$ cat config.mk
export PLATFORM = sky130hd
export DESIGN_NAME = rds_station_name_and_text_decoder
export DESIGN_NICKNAME = d
export VERILOG_FILES = /design/src/rdsd_pkg.sv /design/src/rdsd_dec.sv /design/src/rds_station_name_and_text_decoder.sv
export SDC_FILE = /design/constraint.sdc
export NUM_CORES = 2
export LEC_CHECK = 0
export BUFFER_PORTS_ARGS = -buffer_cell sky130_fd_sc_hd__buf_2
export CELL_PAD_IN_SITES_DETAIL_PLACEMENT = 1
export CELL_PAD_IN_SITES_GLOBAL_PLACEMENT = 1
export CORE_MARGIN = 2
export CORE_UTILIZATION = 35
export CTS_BUF_LIST = sky130_fd_sc_hd__clkbuf_4 sky130_fd_sc_hd__clkbuf_8
export DETAILED_ROUTE_END_ITERATION = 7
export PLACE_DENSITY = 0.61
export SYNTH_ARGS = -nofsm -noshare
export SYNTH_HDL_FRONTEND = slang
export SYNTH_SLANG_ARGS = --single-unit
$ cat constraint.sdc
create_clock -name clk -period 2.77 [get_ports clk]
set_input_delay 0.6925 -clock clk [delete_from_list [all_inputs] [get_ports clk]]
set_output_delay 0.6925 -clock clk [all_outputs]
set_load 0.01 [all_outputs]
$ cat src/rdsd_pkg.sv
package rdsd_pkg;

  localparam int unsigned NAME_LEN  = 8;
  localparam int unsigned ROW_CHARS = 4;
  localparam int unsigned TEXT_ROWS = 16;

  localparam logic [7:0] CHAR_CR  = 8'h0D;
  localparam logic [1:0] ERR_BAD  = 2'd3;
  localparam logic [3:0] GROUP_PS = 4'd0;
  localparam logic [3:0] GROUP_RT = 4'd2;
  // Text position 32 is the first character of row 8.
  localparam logic [3:0] ZERO_ROW = 4'd8;

  typedef enum logic [1:0] {
    ACT_DECODE    = 2'd0,
    ACT_CLEAR     = 2'd1,
    ACT_READ_NAME = 2'd2,
    ACT_READ_TEXT = 2'd3
  } action_t;

  typedef enum logic [2:0] {
    ST_IGNORED = 3'd0,
    ST_NAME    = 3'd1,
    ST_TEXT    = 3'd2,
    ST_CLEARED = 3'd3,
    ST_READ    = 3'd4
  } status_t;

  typedef struct packed {
    logic        clr_all;
    logic        clr_text;
    logic        set_flag;
    logic        flag;
    logic        name_we;
    logic [1:0]  name_pair;
    logic [15:0] name_data;
    logic        text_we;
    logic [3:0]  text_row;
    logic [3:0]  text_be;
    logic [31:0] text_data;
    logic        zero_pos32;
  } upd_t;

  function automatic logic [7:0] map_char(input logic [7:0] c);
    map_char = (c == CHAR_CR) ? 8'h00 : c;
  endfunction

endpackage

$ cat src/rdsd_dec.sv
module rdsd_dec
  import rdsd_pkg::*;
(
  input  action_t     action,
  input  logic [15:0] block_b,
  input  logic [15:0] block_c,
  input  logic [15:0] block_d,
  input  logic [1:0]  err_b,
  input  logic [1:0]  err_c,
  input  logic [1:0]  err_d,
  input  logic        ab_flag,
  input  logic        ab_known,
  output upd_t        upd,
  output status_t     status,
  output logic        message_changed,
  output logic [5:0]  write_position
);

  logic [3:0] gtype;
  logic       ver_b;
  logic       flag;
  logic [3:0] seg;
  logic [7:0] c_hi, c_lo, d_hi, d_lo;
  logic       chg;

  assign gtype = block_b[15:12];
  assign ver_b = block_b[11];
  assign flag  = block_b[4];
  assign seg   = block_b[3:0];
  assign c_hi  = map_char(block_c[15:8]);
  assign c_lo  = map_char(block_c[7:0]);
  assign d_hi  = map_char(block_d[15:8]);
  assign d_lo  = map_char(block_d[7:0]);
  assign chg   = !ab_known || (flag != ab_flag);

  always_comb begin
    upd             = '0;
    status          = ST_IGNORED;
    message_changed = 1'b0;
    write_position  = '0;
    unique case (action)
      ACT_CLEAR: begin
        upd.clr_all = 1'b1;
        status      = ST_CLEARED;
      end
      ACT_READ_NAME, ACT_READ_TEXT: begin
        status = ST_READ;
      end
      default: begin
        if (err_b != ERR_BAD && err_d != ERR_BAD) begin
          if (gtype == GROUP_PS) begin
            upd.name_we    = 1'b1;
            upd.name_pair  = seg[1:0];
            upd.name_data  = {d_lo, d_hi};
            status         = ST_NAME;
            write_position = {3'b000, seg[1:0], 1'b0};
          end else if (gtype == GROUP_RT) begin
            if (chg) begin
              upd.clr_text    = 1'b1;
              upd.set_flag    = 1'b1;
              upd.flag        = flag;
              message_changed = 1'b1;
            end
            if (!ver_b) begin
              if (err_c != ERR_BAD) begin
                upd.text_we    = 1'b1;
                upd.text_row   = seg;
                upd.text_be    = 4'b1111;
                upd.text_data  = {d_lo, d_hi, c_lo, c_hi};
                status         = ST_TEXT;
                write_position = {seg, 2'b00};
              end
            end else begin
              upd.text_we    = 1'b1;
              upd.text_row   = {1'b0, seg[3:1]};
              upd.text_be    = seg[0] ? 4'b1100 : 4'b0011;
              upd.text_data  = {d_lo, d_hi, d_lo, d_hi};
              upd.zero_pos32 = 1'b1;
              status         = ST_TEXT;
              write_position = {1'b0, seg, 1'b0};
            end
          end
        end
      end
    endcase
  end

endmodule

$ cat src/rds_station_name_and_text_decoder.sv
// A request in the input register moves its result into the output register once that is empty
// or out_tready is high. Throughput: one request per cycle unless stalled; the stores update
// as a request leaves the input register, so the next request already sees the new contents.
// Only a held result stalls the input: with both registers full, in_tready follows out_tready.
// Reset (rst_n low, synchronous) clears both stores, the A/B flag and its known
// bit, and empties both pipeline registers.
module rds_station_name_and_text_decoder
  import rdsd_pkg::*;
(
  input  logic        clk,
  input  logic        rst_n,
  input  logic        in_tvalid,
  output logic        in_tready,
  // [15:0] block_b, [31:16] block_c, [47:32] block_d, [49:48] err_b,
  // [51:50] err_c, [53:52] err_d, [59:54] read_index, [63:60] zero
  input  logic [63:0] in_tdata,
  // [1:0] action
  input  logic [1:0]  in_tuser,
  output logic        out_tvalid,
  input  logic        out_tready,
  // [0] message_changed, [6:1] write_position, [14:7] read_char, [15] zero
  output logic [15:0] out_tdata,
  // [2:0] status
  output logic [2:0]  out_tuser
);

  logic        s1_vld_r;
  logic [63:0] s1_data_r;
  action_t     s1_act_r;
  logic        out_vld_r;
  logic [15:0] out_data_r;
  logic [2:0]  out_user_r;
  logic        adv;

  logic [7:0]  name_r [NAME_LEN];
  logic [7:0]  name_nxt [NAME_LEN];
  logic [31:0] text_r [TEXT_ROWS];
  logic [31:0] text_nxt [TEXT_ROWS];
  logic        ab_flag_r, ab_flag_nxt;
  logic        ab_known_r, ab_known_nxt;

  upd_t        upd;
  status_t     status;
  logic        msg_chg;
  logic [5:0]  wr_pos;
  logic [5:0]  rd_idx;
  logic [31:0] rd_row;
  logic [7:0]  rd_text;
  logic [7:0]  rd_char;

  assign adv       = !out_vld_r || out_tready;
  assign in_tready = !s1_vld_r || adv;

  rdsd_dec u_dec (
    .action          (s1_act_r),
    .block_b         (s1_data_r[15:0]),
    .block_c         (s1_data_r[31:16]),
    .block_d         (s1_data_r[47:32]),
    .err_b           (s1_data_r[49:48]),
    .err_c           (s1_data_r[51:50]),
    .err_d           (s1_data_r[53:52]),
    .ab_flag         (ab_flag_r),
    .ab_known        (ab_known_r),
    .upd             (upd),
    .status          (status),
    .message_changed (msg_chg),
    .write_position  (wr_pos)
  );

  assign rd_idx  = s1_data_r[59:54];
  assign rd_row  = text_r[rd_idx[5:2]];
  assign rd_text = rd_row[{rd_idx[1:0], 3'b000} +: 8];

  always_comb begin
    case (s1_act_r)
      ACT_READ_NAME: rd_char = (rd_idx[5:3] == 3'b000) ? name_r[rd_idx[2:0]] : 8'h00;
      ACT_READ_TEXT: rd_char = rd_text;
      default:       rd_char = 8'h00;
    endcase
  end

  always_comb begin
    ab_flag_nxt  = ab_flag_r;
    ab_known_nxt = ab_known_r;
    for (int i = 0; i < NAME_LEN; i++) begin
      name_nxt[i] = name_r[i];
    end
    for (int r = 0; r < TEXT_ROWS; r++) begin
      text_nxt[r] = text_r[r];
    end
    if (s1_vld_r && adv) begin
      if (upd.clr_all) begin
        ab_known_nxt = 1'b0;
        for (int i = 0; i < NAME_LEN; i++) begin
          name_nxt[i] = 8'h00;
        end
      end
      if (upd.set_flag) begin
        ab_flag_nxt  = upd.flag;
        ab_known_nxt = 1'b1;
      end
      if (upd.name_we) begin
        name_nxt[{upd.name_pair, 1'b0}] = upd.name_data[7:0];
        name_nxt[{upd.name_pair, 1'b1}] = upd.name_data[15:8];
      end
      for (int r = 0; r < TEXT_ROWS; r++) begin
        if (upd.clr_all || upd.clr_text) begin
          text_nxt[r] = '0;
        end
        if (upd.text_we && upd.text_row == 4'(r)) begin
          for (int k = 0; k < ROW_CHARS; k++) begin
            if (upd.text_be[k]) begin
              text_nxt[r][k*8 +: 8] = upd.text_data[k*8 +: 8];
            end
          end
        end
        if (upd.zero_pos32 && ZERO_ROW == 4'(r)) begin
          text_nxt[r][7:0] = 8'h00;
        end
      end
    end
  end

  always_ff @(posedge clk) begin
    if (!rst_n) begin
      s1_vld_r   <= 1'b0;
      out_vld_r  <= 1'b0;
      ab_flag_r  <= 1'b0;
      ab_known_r <= 1'b0;
      for (int i = 0; i < NAME_LEN; i++) begin
        name_r[i] <= 8'h00;
      end
      for (int r = 0; r < TEXT_ROWS; r++) begin
        text_r[r] <= '0;
      end
    end else begin
      ab_flag_r  <= ab_flag_nxt;
      ab_known_r <= ab_known_nxt;
      for (int i = 0; i < NAME_LEN; i++) begin
        name_r[i] <= name_nxt[i];
      end
      for (int r = 0; r < TEXT_ROWS; r++) begin
        text_r[r] <= text_nxt[r];
      end
      if (in_tready) begin
        s1_vld_r <= in_tvalid;
      end
      if (adv) begin
        out_vld_r <= s1_vld_r;
      end
    end
  end

  always_ff @(posedge clk) begin
    if (in_tready && in_tvalid) begin
      s1_data_r <= in_tdata;
      s1_act_r  <= action_t'(in_tuser);
    end
    if (adv && s1_vld_r) begin
      out_data_r <= {1'b0, rd_char, wr_pos, msg_chg};
      out_user_r <= status;
    end
  end

  assign out_tvalid = out_vld_r;
  assign out_tdata  = out_data_r;
  assign out_tuser  = out_user_r;

endmodule

======== Yosys cells after proc, flatten, opt, wreduce, memory -nomap -nowiden ========
Memory sizes are Yosys's and may differ from the RTL's. A register that Yosys moved wholly into a read port is not among the register bits.
Index checks and enable logic that the tools add are counted.
storage, ports and cells
  input bits .............................. 70
  output and inout port bits .............. 21
  bits in latches ......................... 0
  RAM bits ................................ 576
  ROM bits ................................ 0
  register bits after elaboration ......... 84
  memories ................................ 2
cells by class
  reductions and logical operators ........ 40
  bitwise operators ....................... 29
  add/sub/neg operators ................... 0
  multipliers ............................. 0
  divide/modulo/power cells ............... 0
  shifts and indexed selects .............. 1
  order comparisons ....................... 4
  eq/ne operators ......................... 27
  mux-type cells .......................... 168
memories
  memory  depth  bits a word  rd ports  clocked after memory_dff  write ports  RTL line                                 source
  text_r  16     32           17        1                         16           rds_station_name_and_text_decoder.sv:37  logic [31:0] text_r [TEXT_ROWS];
  name_r  8      8            9         1                         8            rds_station_name_and_text_decoder.sv:35  logic [7:0] name_r [NAME_LEN];
operators by type and width
  operator                                                              count
  32-bit two-way mux                                                    48
  8-bit two-way mux                                                     80
  512-bit two-way mux                                                   1
  64-bit two-way mux                                                    6
  64-bit bitwise mux                                                    2
  42-bit two-way mux                                                    2
  41-bit two-way mux                                                    2
  8-bit demux with 3-bit select                                         2
  4-bit == test, second input constant                                  8
  8-bit by 4-bit == test with 1-bit output, second input constant       4
  32-bit by 6-bit variable part select with 8-bit output                1
  3-bit two-way mux                                                     9
  1-bit bitwise OR                                                      24
  1-bit logical AND                                                     21
  19-bit two-way mux                                                    1
  4-bit by 3-bit == test with 1-bit output, second input constant       4
  8-bit case mux with 2 select lines                                    1
  4-bit by 2-bit == test with 1-bit output, second input constant       3
  5-bit two-way mux                                                     2
  4-bit >= comparator, second input constant                            2
  4-bit zero test                                                       2
  4-bit by 1-bit < comparator with 1-bit output, second input constant  2
  4-bit two-way mux                                                     2
  3-bit inverter with 4-bit output                                      2
  20 further kinds                                                      38

======== Logic depth before layout (Yosys ltp) ========
  depth in word-level cells ............... 18
  depth in mapped cells ................... 10
  depth with buffers taken out ............ 7

======== Hierarchy ========
Synthesis repeated with hierarchy kept, for this count alone.
unflattened totals
  cell total of the unflattened synthesis .. 3266
  area, all modules ....................... 30955.9 sq um
by module, submodules not included
  module                             times used  cells each  area an instance (sq um)  seq. area each (sq um)
  rds_station_name_and_text_decoder  1           3110        29922.4                   14133.6
  rdsd_dec                           1           156         1033.5                    0.0

======== Worst setup path after synthesis ========
Ideal clock, no wire load.
  path type ............................... input port to flip-flop
  start ................................... input out_tready
  end ..................................... memory name_r[0][3]
  setup time .............................. 0.128 ns
  buffers on the path ..................... 4
  stages on the path ...................... 10
  arrival ................................. 2.802 ns
  slack ................................... -0.160 ns
  required time ........................... 2.642 ns
  path through ............................ nor2b_1 nand2b_1 clkbuf_1 inv_2 buf_2 clkbuf_1 o21ai_1 clkbuf_1 a22oi_1 nor2_1
RTL lines
  what                RTL line                                 source
  start: declaration  rds_station_name_and_text_decoder.sv:20  input logic out_tready,
  end: declaration    rds_station_name_and_text_decoder.sv:35

==> results.sh <==
export IMPL_grt_pass1_vias=21057
export IMPL_drc=0
export IMPL_mostFrequentLayoutCell="dfxtp_1"
export IMPL_tightest_slew_ns=1.326
export IMPL_final_cell_count_no_fill=3338
export IMPL_start_util_pct=35.32
export IMPL_cts_buffers=109
export IMPL_holdBufCountCts=0
export IMPL_min_delay_start="in_tdata[46]"
export IMPL_worst_setup_path_type="reg -> reg"
export IMPL_place_port_buffers=78
export IMPL_yosysTopAreaCellShare_pct=44.69
export IMPL_placed_cells=3129
export IMPL_final_hold_viol_count=0
export IMPL_first_pass_iters=5
export IMPL_ys_seq_area_share_pct=53.04
export IMPL_hold_slack_ns=0.1297
export IMPL_grt_max_degree=57
export IMPL_synth_seq_cells=659
export IMPL_synthDistinctLibCells=72
export IMPL_die_w_um=277.9
export IMPL_core_area_um2=74320
export IMPL_fp_dieArea_um2=77210
export IMPL_fin_worst_skew_ns=0.03565
export IMPL_crit_required_ns=3.22
export IMPL_yosys_warnings=0
export IMPL_fin_nets=2345
export IMPL_setup_viol=0
export IMPL_post_route_period_util_pct=98.95
export IMPL_hp_class="in -> reg"
export IMPL_overflow=0
export IMPL_power_density_nw_per_um2=664.0
export IMPL_fillers=7739
export IMPL_clk_pin_slew_ns=0.06
export IMPL_status="completed"
export IMPL_critPathLaunchType="register"
export IMPL_rr_worst_depth=6
export IMPL_leakagePower_nw=11.89
export IMPL_die_y_um=277.9
export IMPL_endpoint="out_tdata[10]"
export IMPL_max_cap_violations=0
export IMPL_postLayoutCoreUtil_pct=42.52
export IMPL_final_cell_mix="583 x dfxtp_1, 506 x a22o_1, 166 x buf_4"
export IMPL_ant_nets=0
export IMPL_drtIter0Drc=1648
export IMPL_synth_area_top_cells="dfxtp_1 45%, a22o_1 17%, mux4_2 12%, edfxtp_1 8.4%, clkbuf_1 1.6%"
export IMPL_vias=20171
export IMPL_cts_tree="done"
export IMPL_syn2layout_area_growth_pct=20.40
export IMPL_synth_area_um2=26250
export IMPL_cts_sinks=659
export IMPL_async_flop_share_pct=0
export IMPL_total_power_w=0.02099
export IMPL_hpwlAfterDp_um=62290
export IMPL_synth_edf_count=73
export IMPL_synth_area_per_cell_um2=12.55
export IMPL_vdd_drop_max_uv=583.9
export IMPL_root_buffer="clkbuf_8"
export IMPL_vias_per_cell=6.043
export IMPL_fmax_ghz=0.3648
export IMPL_r2r_end="out_tdata[10]"
export IMPL_grt_use_total_pct=23.77
export IMPL_drive_gt1_share_pct=30.16
export IMPL_slew_headroom_pct=11.00
export IMPL_clk_latency_ns=0.75
export IMPL_clockBufferDepth=3
export IMPL_gp_congestion=0.8409
export IMPL_crit_fanout=16
export IMPL_synthCells=2091
export IMPL_io_pins=91
export IMPL_critPathArrivalTime_ns=3.19
export IMPL_drv_slew=0
export IMPL_wl_per_cell_um=27.81
export IMPL_synth_flop_cell="dfxtp_1"
export IMPL_wl_um=92830
export IMPL_synth_top_area_cell="dfxtp_1"
export IMPL_min_period_ns=2.741
export IMPL_reg2reg_slack_ns=0.03
export IMPL_row_count=100
export IMPL_antenna_found_initial=3
export IMPL_ctsHtreeMaxLevel=3
export IMPL_grt_first_pass_wirelength_um=138900
export IMPL_grt_setup_unrepaired="no"
export IMPL_cp_end_kind="register"
## kinds of logic (layout without fill, tap and decap cells)
logic type                count (synthesis)  after routing  share of synthesized area (%)
DFF                                     659            659                          53.04
and+or+nand+nor                         288            288                          5.810
AOI/OAI and AO/OA                       728            728                          23.04
muxes                                   195            195                          14.43
buffers and inverters                   219            494                          3.632
other                                     1              4                        0.01429
xor gates and xnor gates                  1              1                        0.03337
## metal layers
| metal | part of all wire [%] | vias to the layer above | track usage (%) | wire [µm] |
|---|---|---|---|---|
| met5 | 0 | - | 0 | 0 |
| met4 | 2.7 | 0 | 8.302 | 2502 |
| met3 | 6.0 | 132 | 3.344 | 5580 |
| met2 | 47 | 793 | 38.97 | 44030 |
| met1 | 44 | 10595 | 32.12 | 40710 |
| li1 | - | 8651 | - | - |
## how the worst min path moves through the flow
stage / to / slack [ns] / depth (start not counted)
floorplan: name_r[2][0] / 0.42 / 2
global placement: name_r[2][2] / 0.43 / 2
detailed placement: name_r[2][3] / 0.44 / 2
CTS: s1_data_r[46] / 0.07 / 1
global route: s1_data_r[46] / 0.10 / 1
finish: s1_data_r[46] / 0.13 / 1
## timing repair
action	CTS	global route
buffers inserted	4	0
endpoints found under the setup margin	8	216
hold endpoints to repair	0	0
resized for setup	3	10
## critical path, stage by stage, from the launching register on
cell     delay (ns)
dfxtp_4        0.44
buf_12         0.21
mux4_2         0.54
mux2_2         0.27
o21ai_0        0.43
nand2_1        0.12
a311o_1        0.43
## cell usage after synthesis, drive strengths merged (2+ instances only)
| cell type | number |
|---|---|
| o221ai | 9 |
| and4 | 2 |
| nor4 | 14 |
| o2111ai | 2 |
| or4 | 3 |
| buf | 95 |
| edfxtp | 73 |
| mux2i | 23 |
| dfxtp | 586 |
| a22oi | 37 |
| a211oi | 5 |
| inv | 10 |
| a21oi | 27 |
| nor2b | 16 |
| a311o | 3 |
| a32oi | 3 |
| nor2 | 88 |
| a221o | 2 |
| or3 | 5 |
| mux4 | 144 |
| o21a | 12 |
| and3 | 11 |
| nand2b | 8 |
| a21o | 6 |
| a32o | 13 |
| nor3 | 17 |
| a21boi | 2 |
| clkbuf | 114 |
| o211ai | 8 |
| o2bb2ai | 30 |
| nand4 | 3 |
| nand3 | 33 |
| and2 | 20 |
| o21bai | 2 |
| a31oi | 8 |
| a221oi | 2 |
| a22o | 506 |
| o21ai | 44 |
| nand2 | 63 |
| mux2 | 28 |
## final cells by class
type	instances	area (µm²)	area share, %
sequential	659	13930	44.09
timing repair buffer	281	2377	7.522
inverter	10	37.54	0.1188
antenna	2	5.005	0.01584
tap	969	1212	3.836
clock buffer	175	2215	7.007
clock inverter	28	321.6	1.017
multi-input combinational	1214	11500	36.39
## power by group
| part | internal [W] | leakage [nW] | switching [W] |
|---|---|---|---|
| registers | 0.00973 | 5.42 | 0.0000762 |
| logic | 0.000513 | 5.11 | 0.000925 |
| clock network | 0.00564 | 1.35 | 0.00410 |
## through the flow
stage / setup TNS [ns] / area, µm² / worst slack (ns)
2_1_floorplan: 0 / 26260 / 0.1263
3_3_place_gp: -0.05075 / 28950 / -0.05075
3_5_place_dp: -0.05312 / 28950 / -0.02282
4_1_cts: 0 / 31570 / 0.01149
5_1_grt: 0 / 31600 / 0.001887
6_report: 0 / 31600 / 0.02898
## sequential cells by signal, indices dropped and copies added (netlist names), named ones only
register,flops
out_tdata,14
ab_flag_r,1
s1_data_r,54
out_tuser,3
name_r,64
text_r,512
out_tvalid,1
s1_act_r,2
ab_known_r,1
s1_vld_r,1
Power figures use the tool's default switching activity.
